--- src/rtl/core/bimv_pkg.sv ---
// shared constants and types for the boot image verifier
package bimv_pkg;

    localparam logic [31:0] TEXT_MAX_BYTES = 32'd65536;
    localparam logic [31:0] DATA_MAX_BYTES = 32'd65536;

    localparam logic [31:0] CRC_POLY    = 32'hEDB8_8320;
    localparam logic [31:0] CRC_ONES    = 32'hFFFF_FFFF;
    localparam logic [31:0] IMAGE_MAGIC = 32'h4741_5244;

    localparam int unsigned HEADER_WORDS = 8;
    localparam int unsigned COUNT_W      = 15;
    localparam int unsigned INDEX_W      = 14;

    typedef logic [COUNT_W-1:0] t_count;

    typedef enum logic [2:0] {
        FAIL_NONE     = 3'd0,
        FAIL_MAGIC    = 3'd1,
        FAIL_TOO_LONG = 3'd2,
        FAIL_ALIGN    = 3'd3,
        FAIL_ENTRY    = 3'd4,
        FAIL_TEXT_CRC = 3'd5,
        FAIL_DATA_CRC = 3'd6
    } t_fail_code;

    typedef enum logic [2:0] {
        HDR_MAGIC      = 3'd0,
        HDR_TEXT_LEN   = 3'd1,
        HDR_DATA_LEN   = 3'd2,
        HDR_ENTRY      = 3'd3,
        HDR_TEXT_CRC   = 3'd4,
        HDR_DATA_CRC   = 3'd5,
        HDR_RESERVED_0 = 3'd6,
        HDR_RESERVED_1 = 3'd7
    } t_hdr_word;

endpackage

--- src/rtl/core/bimv_if.sv ---
// valid/ready channels for flash words in and ram write words out
interface bimv_in_if;
    logic        valid;
    logic        ready;
    logic [31:0] flash_word;
    logic        restart;

    modport source (output valid, output flash_word, output restart, input ready);
    modport sink   (input valid, input flash_word, input restart, output ready);
endinterface

interface bimv_out_if;
    logic                          valid;
    logic                          ready;
    logic                          ram_write;
    logic                          ram_select;
    logic [bimv_pkg::INDEX_W-1:0]  ram_word_index;
    logic [31:0]                   ram_data;
    logic                          done_res;
    logic                          pass;
    logic [2:0]                    fail_code;
    logic [31:0]                   entry_point;

    modport source (
        output valid, output ram_write, output ram_select, output ram_word_index,
        output ram_data, output done_res, output pass, output fail_code,
        output entry_point, input ready
    );
    modport sink (
        input valid, input ram_write, input ram_select, input ram_word_index,
        input ram_data, input done_res, input pass, input fail_code,
        input entry_point, output ready
    );
endinterface

--- src/rtl/core/bimv_crc32.sv ---
// reflected crc-32 update over one 32-bit word, low byte first
module bimv_crc32 (
    input  logic [31:0] i_crc,
    input  logic [31:0] i_word,
    output logic [31:0] o_crc
);

    always_comb begin
        logic [31:0] c;
        c = i_crc ^ i_word;
        for (int k = 0; k < 32; k++) begin
            c = (c >> 1) ^ (bimv_pkg::CRC_POLY & {32{c[0]}});
        end
        o_crc = c;
    end

endmodule

--- src/rtl/core/boot_image_verifier.sv ---
// boot image verifier top level: header checks, ram write stream and region crcs
// the result word for an accepted flash word is registered and offered in the next cycle
// throughput: one flash word per cycle while the ram side takes each result word, set by the one-word crc update
// a new word is taken in the same cycle as the waiting result word is taken
// reset (synchronous, active low) returns to header word zero, crc all ones
module boot_image_verifier (
    input  logic               i_clk,
    input  logic               i_rst_n,
    bimv_in_if.sink            i_in,
    bimv_out_if.source         o_out
);

    typedef enum logic [1:0] {
        PH_HEADER = 2'd0,
        PH_TEXT   = 2'd1,
        PH_DATA   = 2'd2,
        PH_DONE   = 2'd3
    } t_phase;

    t_phase                r_phase;
    bimv_pkg::t_count      r_word_count;
    logic [31:0]           r_magic_seen;
    logic [31:0]           r_text_length;
    logic [31:0]           r_data_length;
    logic [31:0]           r_entry_address;
    logic [31:0]           r_text_check;
    logic [31:0]           r_data_check;
    logic [31:0]           r_running_crc;
    logic                  r_text_crc_good;
    bimv_pkg::t_fail_code  r_verdict_code;

    t_phase                n_phase;
    bimv_pkg::t_count      n_word_count;
    logic [31:0]           n_magic_seen;
    logic [31:0]           n_text_length;
    logic [31:0]           n_data_length;
    logic [31:0]           n_entry_address;
    logic [31:0]           n_text_check;
    logic [31:0]           n_data_check;
    logic [31:0]           n_running_crc;
    logic                  n_text_crc_good;
    bimv_pkg::t_fail_code  n_verdict_code;

    logic                          n_ram_write;
    logic                          n_ram_select;
    logic [bimv_pkg::INDEX_W-1:0]  n_ram_word_index;

    logic                          r_out_valid;
    logic                          r_ram_write;
    logic                          r_ram_select;
    logic [bimv_pkg::INDEX_W-1:0]  r_ram_word_index;
    logic [31:0]                   r_ram_data;
    logic                          r_done_res;
    logic                          r_pass;
    logic [2:0]                    r_fail_code;
    logic [31:0]                   r_entry_point;

    logic        accept;
    logic [31:0] crc_in;
    logic [31:0] crc_out;

    assign i_in.ready = !r_out_valid || o_out.ready;
    assign accept     = i_in.valid && i_in.ready;

    // restart folds the reset values in before the word is processed
    assign crc_in = i_in.restart ? bimv_pkg::CRC_ONES : r_running_crc;

    bimv_crc32 u_crc (
        .i_crc  (crc_in),
        .i_word (i_in.flash_word),
        .o_crc  (crc_out)
    );

    always_comb begin
        bimv_pkg::t_count wc_inc;
        bimv_pkg::t_count text_words;
        bimv_pkg::t_count data_words;
        if (i_in.restart) begin
            n_phase         = PH_HEADER;
            n_word_count    = '0;
            n_magic_seen    = '0;
            n_text_length   = '0;
            n_data_length   = '0;
            n_entry_address = '0;
            n_text_check    = '0;
            n_data_check    = '0;
            n_running_crc   = bimv_pkg::CRC_ONES;
            n_text_crc_good = 1'b0;
            n_verdict_code  = bimv_pkg::FAIL_NONE;
        end else begin
            n_phase         = r_phase;
            n_word_count    = r_word_count;
            n_magic_seen    = r_magic_seen;
            n_text_length   = r_text_length;
            n_data_length   = r_data_length;
            n_entry_address = r_entry_address;
            n_text_check    = r_text_check;
            n_data_check    = r_data_check;
            n_running_crc   = r_running_crc;
            n_text_crc_good = r_text_crc_good;
            n_verdict_code  = r_verdict_code;
        end

        n_ram_write      = 1'b0;
        n_ram_select     = 1'b0;
        n_ram_word_index = '0;

        wc_inc     = n_word_count + bimv_pkg::t_count'(1);
        text_words = n_text_length[bimv_pkg::COUNT_W+1:2];
        data_words = n_data_length[bimv_pkg::COUNT_W+1:2];

        unique case (n_phase)
            PH_HEADER: begin
                unique case (bimv_pkg::t_hdr_word'(n_word_count[2:0]))
                    bimv_pkg::HDR_MAGIC:    n_magic_seen    = i_in.flash_word;
                    bimv_pkg::HDR_TEXT_LEN: n_text_length   = i_in.flash_word;
                    bimv_pkg::HDR_DATA_LEN: n_data_length   = i_in.flash_word;
                    bimv_pkg::HDR_ENTRY:    n_entry_address = i_in.flash_word;
                    bimv_pkg::HDR_TEXT_CRC: n_text_check    = i_in.flash_word;
                    bimv_pkg::HDR_DATA_CRC: n_data_check    = i_in.flash_word;
                    default: ;
                endcase
                n_word_count = wc_inc;
                if (wc_inc == bimv_pkg::t_count'(bimv_pkg::HEADER_WORDS)) begin
                    n_word_count  = '0;
                    n_running_crc = bimv_pkg::CRC_ONES;
                    priority if (n_magic_seen != bimv_pkg::IMAGE_MAGIC) begin
                        n_verdict_code = bimv_pkg::FAIL_MAGIC;
                    end else if (n_text_length > bimv_pkg::TEXT_MAX_BYTES ||
                                 n_data_length > bimv_pkg::DATA_MAX_BYTES) begin
                        n_verdict_code = bimv_pkg::FAIL_TOO_LONG;
                    end else if ((n_text_length[1:0] | n_data_length[1:0]) != 2'b00) begin
                        n_verdict_code = bimv_pkg::FAIL_ALIGN;
                    end else if (n_entry_address >= n_text_length) begin
                        n_verdict_code = bimv_pkg::FAIL_ENTRY;
                    end else begin
                        n_verdict_code = bimv_pkg::FAIL_NONE;
                    end
                    n_phase = (n_verdict_code != bimv_pkg::FAIL_NONE) ? PH_DONE : PH_TEXT;
                end
            end
            PH_TEXT: begin
                n_ram_write      = 1'b1;
                n_ram_select     = 1'b0;
                n_ram_word_index = n_word_count[bimv_pkg::INDEX_W-1:0];
                n_running_crc    = crc_out;
                n_word_count     = wc_inc;
                if (wc_inc >= text_words) begin
                    n_text_crc_good = (~crc_out == n_text_check);
                    n_running_crc   = bimv_pkg::CRC_ONES;
                    n_word_count    = '0;
                    if (n_data_length == '0) begin
                        // empty data region compares a zero crc
                        priority if (!n_text_crc_good) begin
                            n_verdict_code = bimv_pkg::FAIL_TEXT_CRC;
                        end else if (n_data_check != '0) begin
                            n_verdict_code = bimv_pkg::FAIL_DATA_CRC;
                        end else begin
                            n_verdict_code = bimv_pkg::FAIL_NONE;
                        end
                        n_phase = PH_DONE;
                    end else begin
                        n_phase = PH_DATA;
                    end
                end
            end
            PH_DATA: begin
                n_ram_write      = 1'b1;
                n_ram_select     = 1'b1;
                n_ram_word_index = n_word_count[bimv_pkg::INDEX_W-1:0];
                n_running_crc    = crc_out;
                n_word_count     = wc_inc;
                if (wc_inc >= data_words) begin
                    priority if (!n_text_crc_good) begin
                        n_verdict_code = bimv_pkg::FAIL_TEXT_CRC;
                    end else if (~crc_out != n_data_check) begin
                        n_verdict_code = bimv_pkg::FAIL_DATA_CRC;
                    end else begin
                        n_verdict_code = bimv_pkg::FAIL_NONE;
                    end
                    n_phase = PH_DONE;
                end
            end
            PH_DONE: ;
            default: ;
        endcase
    end

    always_ff @(posedge i_clk) begin
        if (!i_rst_n) begin
            r_phase         <= PH_HEADER;
            r_word_count    <= '0;
            r_magic_seen    <= '0;
            r_text_length   <= '0;
            r_data_length   <= '0;
            r_entry_address <= '0;
            r_text_check    <= '0;
            r_data_check    <= '0;
            r_running_crc   <= bimv_pkg::CRC_ONES;
            r_text_crc_good <= 1'b0;
            r_verdict_code  <= bimv_pkg::FAIL_NONE;
            r_out_valid     <= 1'b0;
        end else begin
            if (accept) begin
                r_phase         <= n_phase;
                r_word_count    <= n_word_count;
                r_magic_seen    <= n_magic_seen;
                r_text_length   <= n_text_length;
                r_data_length   <= n_data_length;
                r_entry_address <= n_entry_address;
                r_text_check    <= n_text_check;
                r_data_check    <= n_data_check;
                r_running_crc   <= n_running_crc;
                r_text_crc_good <= n_text_crc_good;
                r_verdict_code  <= n_verdict_code;
                r_out_valid     <= 1'b1;
            end else if (o_out.ready) begin
                r_out_valid     <= 1'b0;
            end
        end
    end

    // result word payload
    always_ff @(posedge i_clk) begin
        if (accept) begin
            r_ram_write      <= n_ram_write;
            r_ram_select     <= n_ram_select;
            r_ram_word_index <= n_ram_word_index;
            r_ram_data       <= n_ram_write ? i_in.flash_word : '0;
            r_done_res       <= (n_phase == PH_DONE);
            r_pass           <= (n_phase == PH_DONE) &&
                                (n_verdict_code == bimv_pkg::FAIL_NONE);
            r_fail_code      <= (n_phase == PH_DONE) ? n_verdict_code : bimv_pkg::FAIL_NONE;
            r_entry_point    <= (n_phase == PH_DONE) ? n_entry_address : '0;
        end
    end

    assign o_out.valid          = r_out_valid;
    assign o_out.ram_write      = r_ram_write;
    assign o_out.ram_select     = r_ram_select;
    assign o_out.ram_word_index = r_ram_word_index;
    assign o_out.ram_data       = r_ram_data;
    assign o_out.done_res       = r_done_res;
    assign o_out.pass           = r_pass;
    assign o_out.fail_code      = r_fail_code;
    assign o_out.entry_point    = r_entry_point;

endmodule

--- src/flat_wrapper.sv ---
// flat-port wrapper written by rule: the top's interface ports become plain ports
module boot_image_verifier_flat 
  (i_clk, i_rst_n, i_in_valid, i_in_flash_word, i_in_restart, i_in_ready, o_out_valid, o_out_ram_write, o_out_ram_select, o_out_ram_word_index, o_out_ram_data, o_out_done_res, o_out_pass, o_out_fail_code, o_out_entry_point, o_out_ready);
  bimv_in_if i_in_i ();
  bimv_out_if o_out_i ();
  input  logic i_clk;
  input  logic i_rst_n;
  input wire logic [$bits(i_in_i.valid)-1:0] i_in_valid;
  input wire logic [$bits(i_in_i.flash_word)-1:0] i_in_flash_word;
  input wire logic [$bits(i_in_i.restart)-1:0] i_in_restart;
  output wire logic [$bits(i_in_i.ready)-1:0] i_in_ready;
  output wire logic [$bits(o_out_i.valid)-1:0] o_out_valid;
  output wire logic [$bits(o_out_i.ram_write)-1:0] o_out_ram_write;
  output wire logic [$bits(o_out_i.ram_select)-1:0] o_out_ram_select;
  output wire logic [$bits(o_out_i.ram_word_index)-1:0] o_out_ram_word_index;
  output wire logic [$bits(o_out_i.ram_data)-1:0] o_out_ram_data;
  output wire logic [$bits(o_out_i.done_res)-1:0] o_out_done_res;
  output wire logic [$bits(o_out_i.pass)-1:0] o_out_pass;
  output wire logic [$bits(o_out_i.fail_code)-1:0] o_out_fail_code;
  output wire logic [$bits(o_out_i.entry_point)-1:0] o_out_entry_point;
  input wire logic [$bits(o_out_i.ready)-1:0] o_out_ready;
  assign i_in_i.valid = i_in_valid;
  assign i_in_i.flash_word = i_in_flash_word;
  assign i_in_i.restart = i_in_restart;
  assign i_in_ready = i_in_i.ready;
  assign o_out_valid = o_out_i.valid;
  assign o_out_ram_write = o_out_i.ram_write;
  assign o_out_ram_select = o_out_i.ram_select;
  assign o_out_ram_word_index = o_out_i.ram_word_index;
  assign o_out_ram_data = o_out_i.ram_data;
  assign o_out_done_res = o_out_i.done_res;
  assign o_out_pass = o_out_i.pass;
  assign o_out_fail_code = o_out_i.fail_code;
  assign o_out_entry_point = o_out_i.entry_point;
  assign o_out_i.ready = o_out_ready;
  boot_image_verifier u_core (.i_clk(i_clk), .i_rst_n(i_rst_n), .i_in(i_in_i), .o_out(o_out_i));
endmodule
--- config.mk ---
export PLATFORM = sky130hd
export DESIGN_NAME = boot_image_verifier_flat
export DESIGN_NICKNAME = d
export VERILOG_FILES = /design/src/rtl/core/bimv_pkg.sv /design/src/rtl/core/bimv_if.sv /design/src/rtl/core/bimv_crc32.sv /design/src/rtl/core/boot_image_verifier.sv /design/src/flat_wrapper.sv
export SDC_FILE = /design/constraint.sdc
export NUM_CORES = 1
export LEC_CHECK = 0
export BUFFER_PORTS_ARGS = -buffer_cell sky130_fd_sc_hd__buf_2
export CAP_MARGIN = 25
export CORE_MARGIN = 2
export CORE_UTILIZATION = 35
export DETAILED_ROUTE_END_ITERATION = 10
export PLACE_DENSITY_LB_ADDON = 0.12
export SLEW_MARGIN = 10
export SYNTH_ARGS = -nofsm -noshare
export SYNTH_HDL_FRONTEND = slang
export SYNTH_SLANG_ARGS = --single-unit
--- constraint.sdc ---
create_clock -name i_clk -period 11.9 [get_ports i_clk]
set_input_delay 2.38 -clock i_clk [delete_from_list [all_inputs] [get_ports i_clk]]
set_output_delay 2.38 -clock i_clk [all_outputs]
set_load 0.01 [all_outputs]
Yosys cells after proc, flatten, opt, wreduce, memory -nomap -nowiden
Cells that the tools add are included.
{"block": "totals", "regBits": 331, "latch_bits": 0, "ramBits": 0, "romBits": 0, "in_bits": 37, "output_inout_bits": 87, "elab_cells": 147, "mem_count": 0}
{"block": "classes", "add_sub_neg": 1, "multipliers": 0, "div_mod_pow": 0, "magnitude_cmp": 5, "n_eq_ne": 12, "shift": 0, "n_mux": 60, "bitwise": 35, "n_reduce_logical": 14}
{"cell": "bitwise XOR 31 x 32 -> 32 bit", "n": 32}
{"cell": "2-to-1 mux 32 bit", "n": 25}
{"cell": "case mux 32 bit (3 select lines)", "n": 1}
{"cell": "greater-than comparator 32 x 17 -> 1 bit (second input constant)", "n": 2}
{"cell": "2-to-1 mux 15 bit", "n": 3}
{"cell": "2-to-1 mux 3 bit", "n": 15}
{"cell": "case mux 15 bit (3 select lines)", "n": 1}
{"cell": "== test 32 bit", "n": 1}
{"cell": "greater-or-equal comparator 32 bit", "n": 1}
{"cell": "logical NOT 32 bit", "n": 1}
{"cell": "inequality test 32 x 31 -> 1 bit (second input constant)", "n": 1}
{"cell": "inequality test 32 bit", "n": 1}
{"cell": "NOT 32 bit", "n": 1}
{"cell": "nonzero test 32 bit", "n": 1}
{"cell": "bitwise XOR 32 bit", "n": 1}
{"cell": "greater-or-equal comparator 15 bit", "n": 2}
{"cell": "adder 15 x 1 -> 15 bit (second input constant)", "n": 1}
{"cell": "== test 15 x 4 -> 1 bit (second input constant)", "n": 1}
{"cell": "2-to-1 mux 2 bit", "n": 5}
{"cell": "case mux 3 bit (3 select lines)", "n": 1}
{"cell": "2-to-1 mux 1 bit", "n": 8}
{"cell": "== test 3 x 2 -> 1 bit (second input constant)", "n": 2}
{"cell": "== test 3 bit (second input constant)", "n": 2}
{"cell": "logical NOT 3 bit", "n": 2}
{"cell": "12 further kinds", "n": 16}

Depth between registers and ports, before layout
{"block": "depth", "depth_word": 42, "depth_mapped": 36, "depth_no_buf": 25}

Modules after synthesis
A second synthesis with hierarchy kept.
{"block": "unflattened", "cells_unflattened": 2298, "hier_area_um2": 21511.9}
{"module": "boot_image_verifier", "instances": 1, "cells_each": 2038, "area_per_inst_um2": 18092.4, "seq_area_each_um2": 7477.2}
{"module": "bimv_crc32", "instances": 1, "cells_each": 260, "area_per_inst_um2": 3419.5, "seq_area_each_um2": 0.0}

Worst setup path after synthesis
OpenSTA, ideal clock, no wires.
{"block": "synth_timing", "path_kind": "input to register", "startpoint": "input i_in_restart", "endpoint": "register u_core.r_entry_point[10] (netlist: u_core.o_out.entry_point[10]), data pin", "setup_ps": 275, "arrival_time_ps": 8925, "required_time_ps": 11625, "slack_ps": 2700, "stages": 35, "n_path_buf": 11, "path_cell_list": "buf_6 > buf_2 > buf_1 > inv_1 > clkbuf_1 > clkbuf_1 > clkbuf_1 > clkbuf_1 > clkbuf_1 > nand2_1 > inv_1 > ha_1 > nor2b_1 > clkbuf_1 > clkbuf_1 > o21ai_0 > ha_1 > nand2b_1 > a21o_1 > a21o_1 > a21o_1 > a21o_1 > a21o_1 > a21o_1 > a21o_1 > a21oi_1 > o21ai_0 > a21oi_1 > o211ai_1 > a221o_1 > nor4_1 > o41ai_1 > nand2_1 > clkbuf_1 > a211oi_1"}
{"block": "synth_via", "elab_chain_cells": 16, "word_cells_on_any_way": 48, "classes_between": "add/sub (1); order compare (5); eq/ne (8); mux (27); bitwise (1); reduce/logical (6)"}
{"item": "start, declared", "line": "flat_wrapper.sv:10", "rtl": "input wire logic [$bits(i_in_i.restart)-1:0] i_in_restart;"}
{"item": "2-to-1 mux 15 bit", "line": "boot_image_verifier.sv:78", "rtl": "if (i_in.restart) begin"}
{"item": "== test 3 x 2 -> 1 bit / == test 3 x 1 -> 1 bit (equally long branches)", "line": "boot_image_verifier.sv:114", "rtl": "unique case (bimv_pkg::t_hdr_word'(n_word_count[2:0]))"}
{"item": "2-to-1 mux 32 bit", "line": "boot_image_verifier.sv:114"}
{"item": "2-to-1 mux 32 bit", "line": "boot_image_verifier.sv:112", "rtl": "unique case (n_phase)"}
{"item": "greater-or-equal comparator 32 bit / bitwise OR 2 bit (equally long branches)", "line": "boot_image_verifier.sv:134, boot_image_verifier.sv:132"}
{"item": "2-to-1 mux 3 bit / nonzero test 2 bit (equally long branches)", "line": "boot_image_verifier.sv:134, boot_image_verifier.sv:132"}
{"item": "2-to-1 mux 3 bit", "line": "boot_image_verifier.sv:132", "rtl": "end else if ((n_text_length[1:0] | n_data_length[1:0]) != 2'b00) begin"}
{"item": "2-to-1 mux 3 bit", "line": "boot_image_verifier.sv:129", "rtl": "end else if (n_text_length > bimv_pkg::TEXT_MAX_BYTES ||"}
{"item": "2-to-1 mux 3 bit", "line": "boot_image_verifier.sv:127", "rtl": "priority if (n_magic_seen != bimv_pkg::IMAGE_MAGIC) begin"}
{"item": "2-to-1 mux 3 bit", "line": "boot_image_verifier.sv:124", "rtl": "if (wc_inc == bimv_pkg::t_count'(bimv_pkg::HEADER_WORDS)) begin"}
{"item": "2-to-1 mux 3 bit", "line": "boot_image_verifier.sv:112"}
{"item": "nonzero test 3 bit", "line": "boot_image_verifier.sv:139", "rtl": "n_phase = (n_verdict_code != bimv_pkg::FAIL_NONE) ? PH_DONE : PH_TEXT;"}
{"item": "2-to-1 mux 2 bit", "line": "boot_image_verifier.sv:139"}
{"item": "2-to-1 mux 2 bit", "line": "boot_image_verifier.sv:124"}
{"item": "case mux 2 bit (3 select lines)", "line": "boot_image_verifier.sv:112"}
{"item": "== test 2 bit", "line": "boot_image_verifier.sv:234", "rtl": "r_entry_point <= (n_phase == PH_DONE) ? n_entry_address : '0;"}
{"item": "end signal, assigned", "line": "boot_image_verifier.sv:234"}
{"item": "end, declared", "line": "boot_image_verifier.sv:56", "rtl": "logic [31:0] r_entry_point;"}
Parallel ways exist; a longest one is shown, timed or not. The select of a mux whose other input is x is not followed.
A chain may end at the register's enable or synchronous reset.

Final worst setup path
{"block": "layout_timing", "startpoint": "input i_in_restart", "endpoint": "register u_core.r_pass (netlist: u_core.o_out.pass), data pin"}
{"block": "layout_via", "elab_chain_cells": 42, "word_cells_on_any_way": 100, "classes_between": "add/sub (1); order compare (5); eq/ne (10); mux (40); bitwise (35); reduce/logical (9)"}
{"item": "2-to-1 mux 32 bit", "line": "boot_image_verifier.sv:66", "rtl": "assign crc_in = i_in.restart ? bimv_pkg::CRC_ONES : r_running_crc;"}
{"item": "bitwise XOR 32 bit", "line": "bimv_crc32.sv:10", "rtl": "c = i_crc ^ i_word;"}
{"item": "bitwise XOR 31 x 32 -> 32 bit (32 in a row)", "line": "bimv_crc32.sv:12", "rtl": "c = (c >> 1) ^ (bimv_pkg::CRC_POLY & {32{c[0]}});"}
{"item": "NOT 32 bit", "line": "boot_image_verifier.sv:149, boot_image_verifier.sv:176"}
{"item": "== test 32 bit / inequality test 32 bit (equally long branches)", "line": "boot_image_verifier.sv:149, boot_image_verifier.sv:176"}
{"item": "2-to-1 mux 3 bit, on equally long branches", "line": "boot_image_verifier.sv:154, boot_image_verifier.sv:176"}
{"item": "2-to-1 mux 3 bit, on equally long branches", "line": "boot_image_verifier.sv:152, boot_image_verifier.sv:174"}
{"item": "2-to-1 mux 3 bit, on equally long branches", "line": "boot_image_verifier.sv:148, boot_image_verifier.sv:173"}
{"item": "case mux 3 bit (3 select lines)", "line": "boot_image_verifier.sv:112"}
{"item": "logical NOT 3 bit", "line": "boot_image_verifier.sv:232", "rtl": "(n_verdict_code == bimv_pkg::FAIL_NONE);"}
{"item": "logical AND 1 bit *", "line": "boot_image_verifier.sv:231", "rtl": "r_pass <= (n_phase == PH_DONE) &&"}
{"item": "end signal, assigned", "line": "boot_image_verifier.sv:231"}
{"item": "end, declared", "line": "boot_image_verifier.sv:54", "rtl": "logic r_pass;"}
Every way passes the cells marked *; elsewhere a longest branch is shown, timed or not. The select of a mux whose other input is x is not followed.

==> metrics.md <==
| Metric | Value |
|---|---|
| Grt total ovfl | `0` |
| Largest net degree at the start of global routing | `108` |
| Top post-synthesis cells by count | `nor2_1, dfxtp_1, nand2_1` |
| Skew-Pair Late Insertion Delay | `0.56 ns` |
| Crit end category | `flop` |
| Core area | `0.0602 mm^2` |
| Clk root buf | `clkbuf_16` |
| Detailed-route DRC error count | `0` |
| Vias per cell | `5.65` |
| Area contributors post-synth | `dfxtp_1, edfxtp_1, xnor3_1, nor2_1, xnor2_1` |
| Post-CTS setup buffers | `0` |
| Synth Cell Area | `0.0213 mm^2` |
| Initial antenna violation count | `1` |
| Final Skew | `0.0212 ns` |
| WS Path Type | `primary input to flop` |
| Hold Path Class | `flop to flop` |
| Setup WS post-layout | `3.17 ns` |
| TritonCTS buffer count | `40` |
| Outcome | `finished, final reports clean` |
| Final setup TNS | `0 ns` |
| TritonCTS clock tree | `done` |
| Crit path time final | `8.73 ns` |
| Share of cells above drive strength 1 | `11.6%` |
| Sinks on Clock Net | `331` |
| Setup violators final | `0` |
| Number of I/O pins | `124` |
| Yosys cell types | `84` |
| Max-Cap Viols | `0` |
| Post-synth EDFFs | `85` |
| Maximum buffer depth of the clock tree | `3` |
| DP Wirelength | `53.8 mm` |
| Worst stage delay on the critical path | `0.74 ns` |
| Port buffer count | `123` |
| First-pass GRT wire length | `117 mm` |
| Async SR Flop Fraction | `0%` |
| Rel. slew slack | `27.4%` |
| Final hold vios | `0` |
| Critical path fanouts, max | `50` |
| Die area | `0.0629 mm^2` |
| Placement Setup Slack | `2.70 ns` |
| Post-Syn Area per Cell | `8.91 um^2` |
| First-pass DRT Iterations | `8` |
| Worst-path cell chain | `buf_4 > buf_4 > nor2_1 > xor2_1 > xnor3_1 > xnor2_1 > xor2_1 > xnor3_2 > xnor2_2 > xnor3_1 > xor2_1 > xnor2_1 > nand2_1 > a21oi_1 > o211ai_1 > a2111oi_2 > nor4_1 > nor4_2 > and4b_1` |
| Final Cycle Share | `73.4%` |
| Hold path depth | `2` |
| Vias | `18200` |
| Die W | `251 um` |
| Multi-input logic area | `0.0130 mm^2` |
| Worst-margin pin slew | `1.08 ns` |
| Syn Nets | `2501` |
| Crit path arrival time | `9.15 ns` |
| Die Y | `251 um` |
| Area delta synth->final | `12.1%` |
| Number of fill cells | `6070` |
| Most frequent cell after synthesis | `nor2_1` |
| Slew Viols, Final | `0` |
| Crit-path most repeated cell | `xor2_1` |
| Largest area contributor in the netlist | `dfxtp_1` |
| Synth Warn # | `0` |
| Std cell rows | `90` |
| DRT iter0 DRCs | `1574` |
| Post-Syn Instances | `2393` |
| Synth top area share | `23.1%` |
| Global-route usage over all layers | `24.7%` |
| Crit-path slowest cell | `xor2_1` |
| # hold bufs at CTS | `0` |
| Final Net Count | `2522` |
| Routed WL per cell | `24.4 um` |
| Req. time, crit path | `12.32 ns` |
| GP Congestion | `0.911` |
| Storage cell area | `0.00748 mm^2` |
| Crit start category | `primary input` |
| Seq/Total Area, Yosys | `35.1%` |
| Final wirelength | `78.8 mm` |
| Vias in the first global route | `17500` |
| Synth Flop Type | `dfxtp_1` |
| RSZ-0062 raised after global routing | `no` |
| R2R depth | `16` |
| Htree depth | `2` |
| Worst-path clk slew | `0.06 ns` |
| #FFs+latches synth | `331` |
| Hold slack | `0.455 ns` |
| Post_cts resized | `0` |
| Starting Density | `35.4%` |
| Fmax | `114 MHz` |
| Antenna-violating nets left | `0` |
==> registers in the layout, summed over array words and instances (netlist names), 2 cells and up <==
signal / flops
u_core.r_word_count: 15
u_core.o_out.entry_point: 32
u_core.r_text_length: 32
u_core.o_out.fail_code: 3
u_core.r_data_check: 32
u_core.r_verdict_code: 3
u_core.r_data_length: 32
u_core.r_text_check: 32
u_core.r_phase: 2
u_core.r_running_crc: 32
u_core.o_out.ram_data: 32
u_core.r_magic_seen: 32
u_core.r_entry_address: 32
u_core.o_out.ram_word_index: 14
==> area by class of cell <==
type | count | share of cell area, %
tap | 782 | 4.10
clock inverter | 17 | 0.806
timing repair buffer | 160 | 3.90
antenna | 1 | 0.0105
sequential | 331 | 31.3
clock buffer | 54 | 4.83
inverter | 29 | 0.492
multi-input combinational | 1852 | 54.6
==> path summary, 6_finish.rpt <==
kind / startpoint / endpoint / slack, ns
max: i_in_restart / u_core.o_out.pass / 3.17
min: u_core.r_phase[0] / u_core.r_phase[0] / 0.46
max reg2reg: u_core.r_running_crc[1] / u_core.o_out.pass / 5.08
min reg2reg: u_core.r_phase[0] / u_core.r_phase[0] / 0.46
==> kinds of logic after synthesis <==
kind of cell / count (synthesis) / share of synthesized area (%)
AO/OA/AOI/OAI: 568 / 17.3
XOR/XNOR: 328 / 19.9
adder cells (fa/ha/maj): 71 / 4.17
buffers and inverters: 210 / 3.96
flip-flops: 331 / 35.1
multiplexers: 9 / 0.569
AND/OR/NAND/NOR: 876 / 19.0
==> per-layer routing <==
| layer | share of wire, % | global-route usage [%] |
|---|---|---|
| met1 | 46 | 34.8 |
| met2 | 46 | 40.1 |
| met3 | 5.2 | 2.79 |
| met4 | 2.5 | 6.62 |
| met5 | 0 | 0 |
==> metrics by stage <==
stage	area [um^2]	utilization, %	cells
final	23900	39.7	3226
after global routing	23900	39.7	3225
after CTS	23900	39.6	3225
after detailed placement	22500	37.4	3154
after global placement	22500	37.3	3151
after floorplan	21300	-	2393
==> worst max-delay path, delay by kind of cell <==
family,cells,cell delay (ns)
AOI/OAI and AO/OA,3,0.78
xor gates and xnor gates,9,4.08
buffers and inverters,2,0.98
and+or+nand+nor,5,0.87
==> placed cells by master, fill, tap and decap left out, types with 41 or more instances in the layout <==
| cell type | instances |
|---|---|
| a21oi_1 | 113 |
| a22oi_1 | 172 |
| and2_1 | 54 |
| buf_2 | 122 |
| clkbuf_16 | 41 |
| dfxtp_1 | 246 |
| edfxtp_1 | 85 |
| ha_1 | 70 |
| nand2_1 | 190 |
| nor2_1 | 397 |
| o21ai_0 | 109 |
| xnor2_1 | 167 |
| xnor3_1 | 67 |
| xor2_1 | 60 |
Power is left out: the tool's default activity adds up to more than one toggle a clock period on the data nets, which glitch-free logic cannot reach.
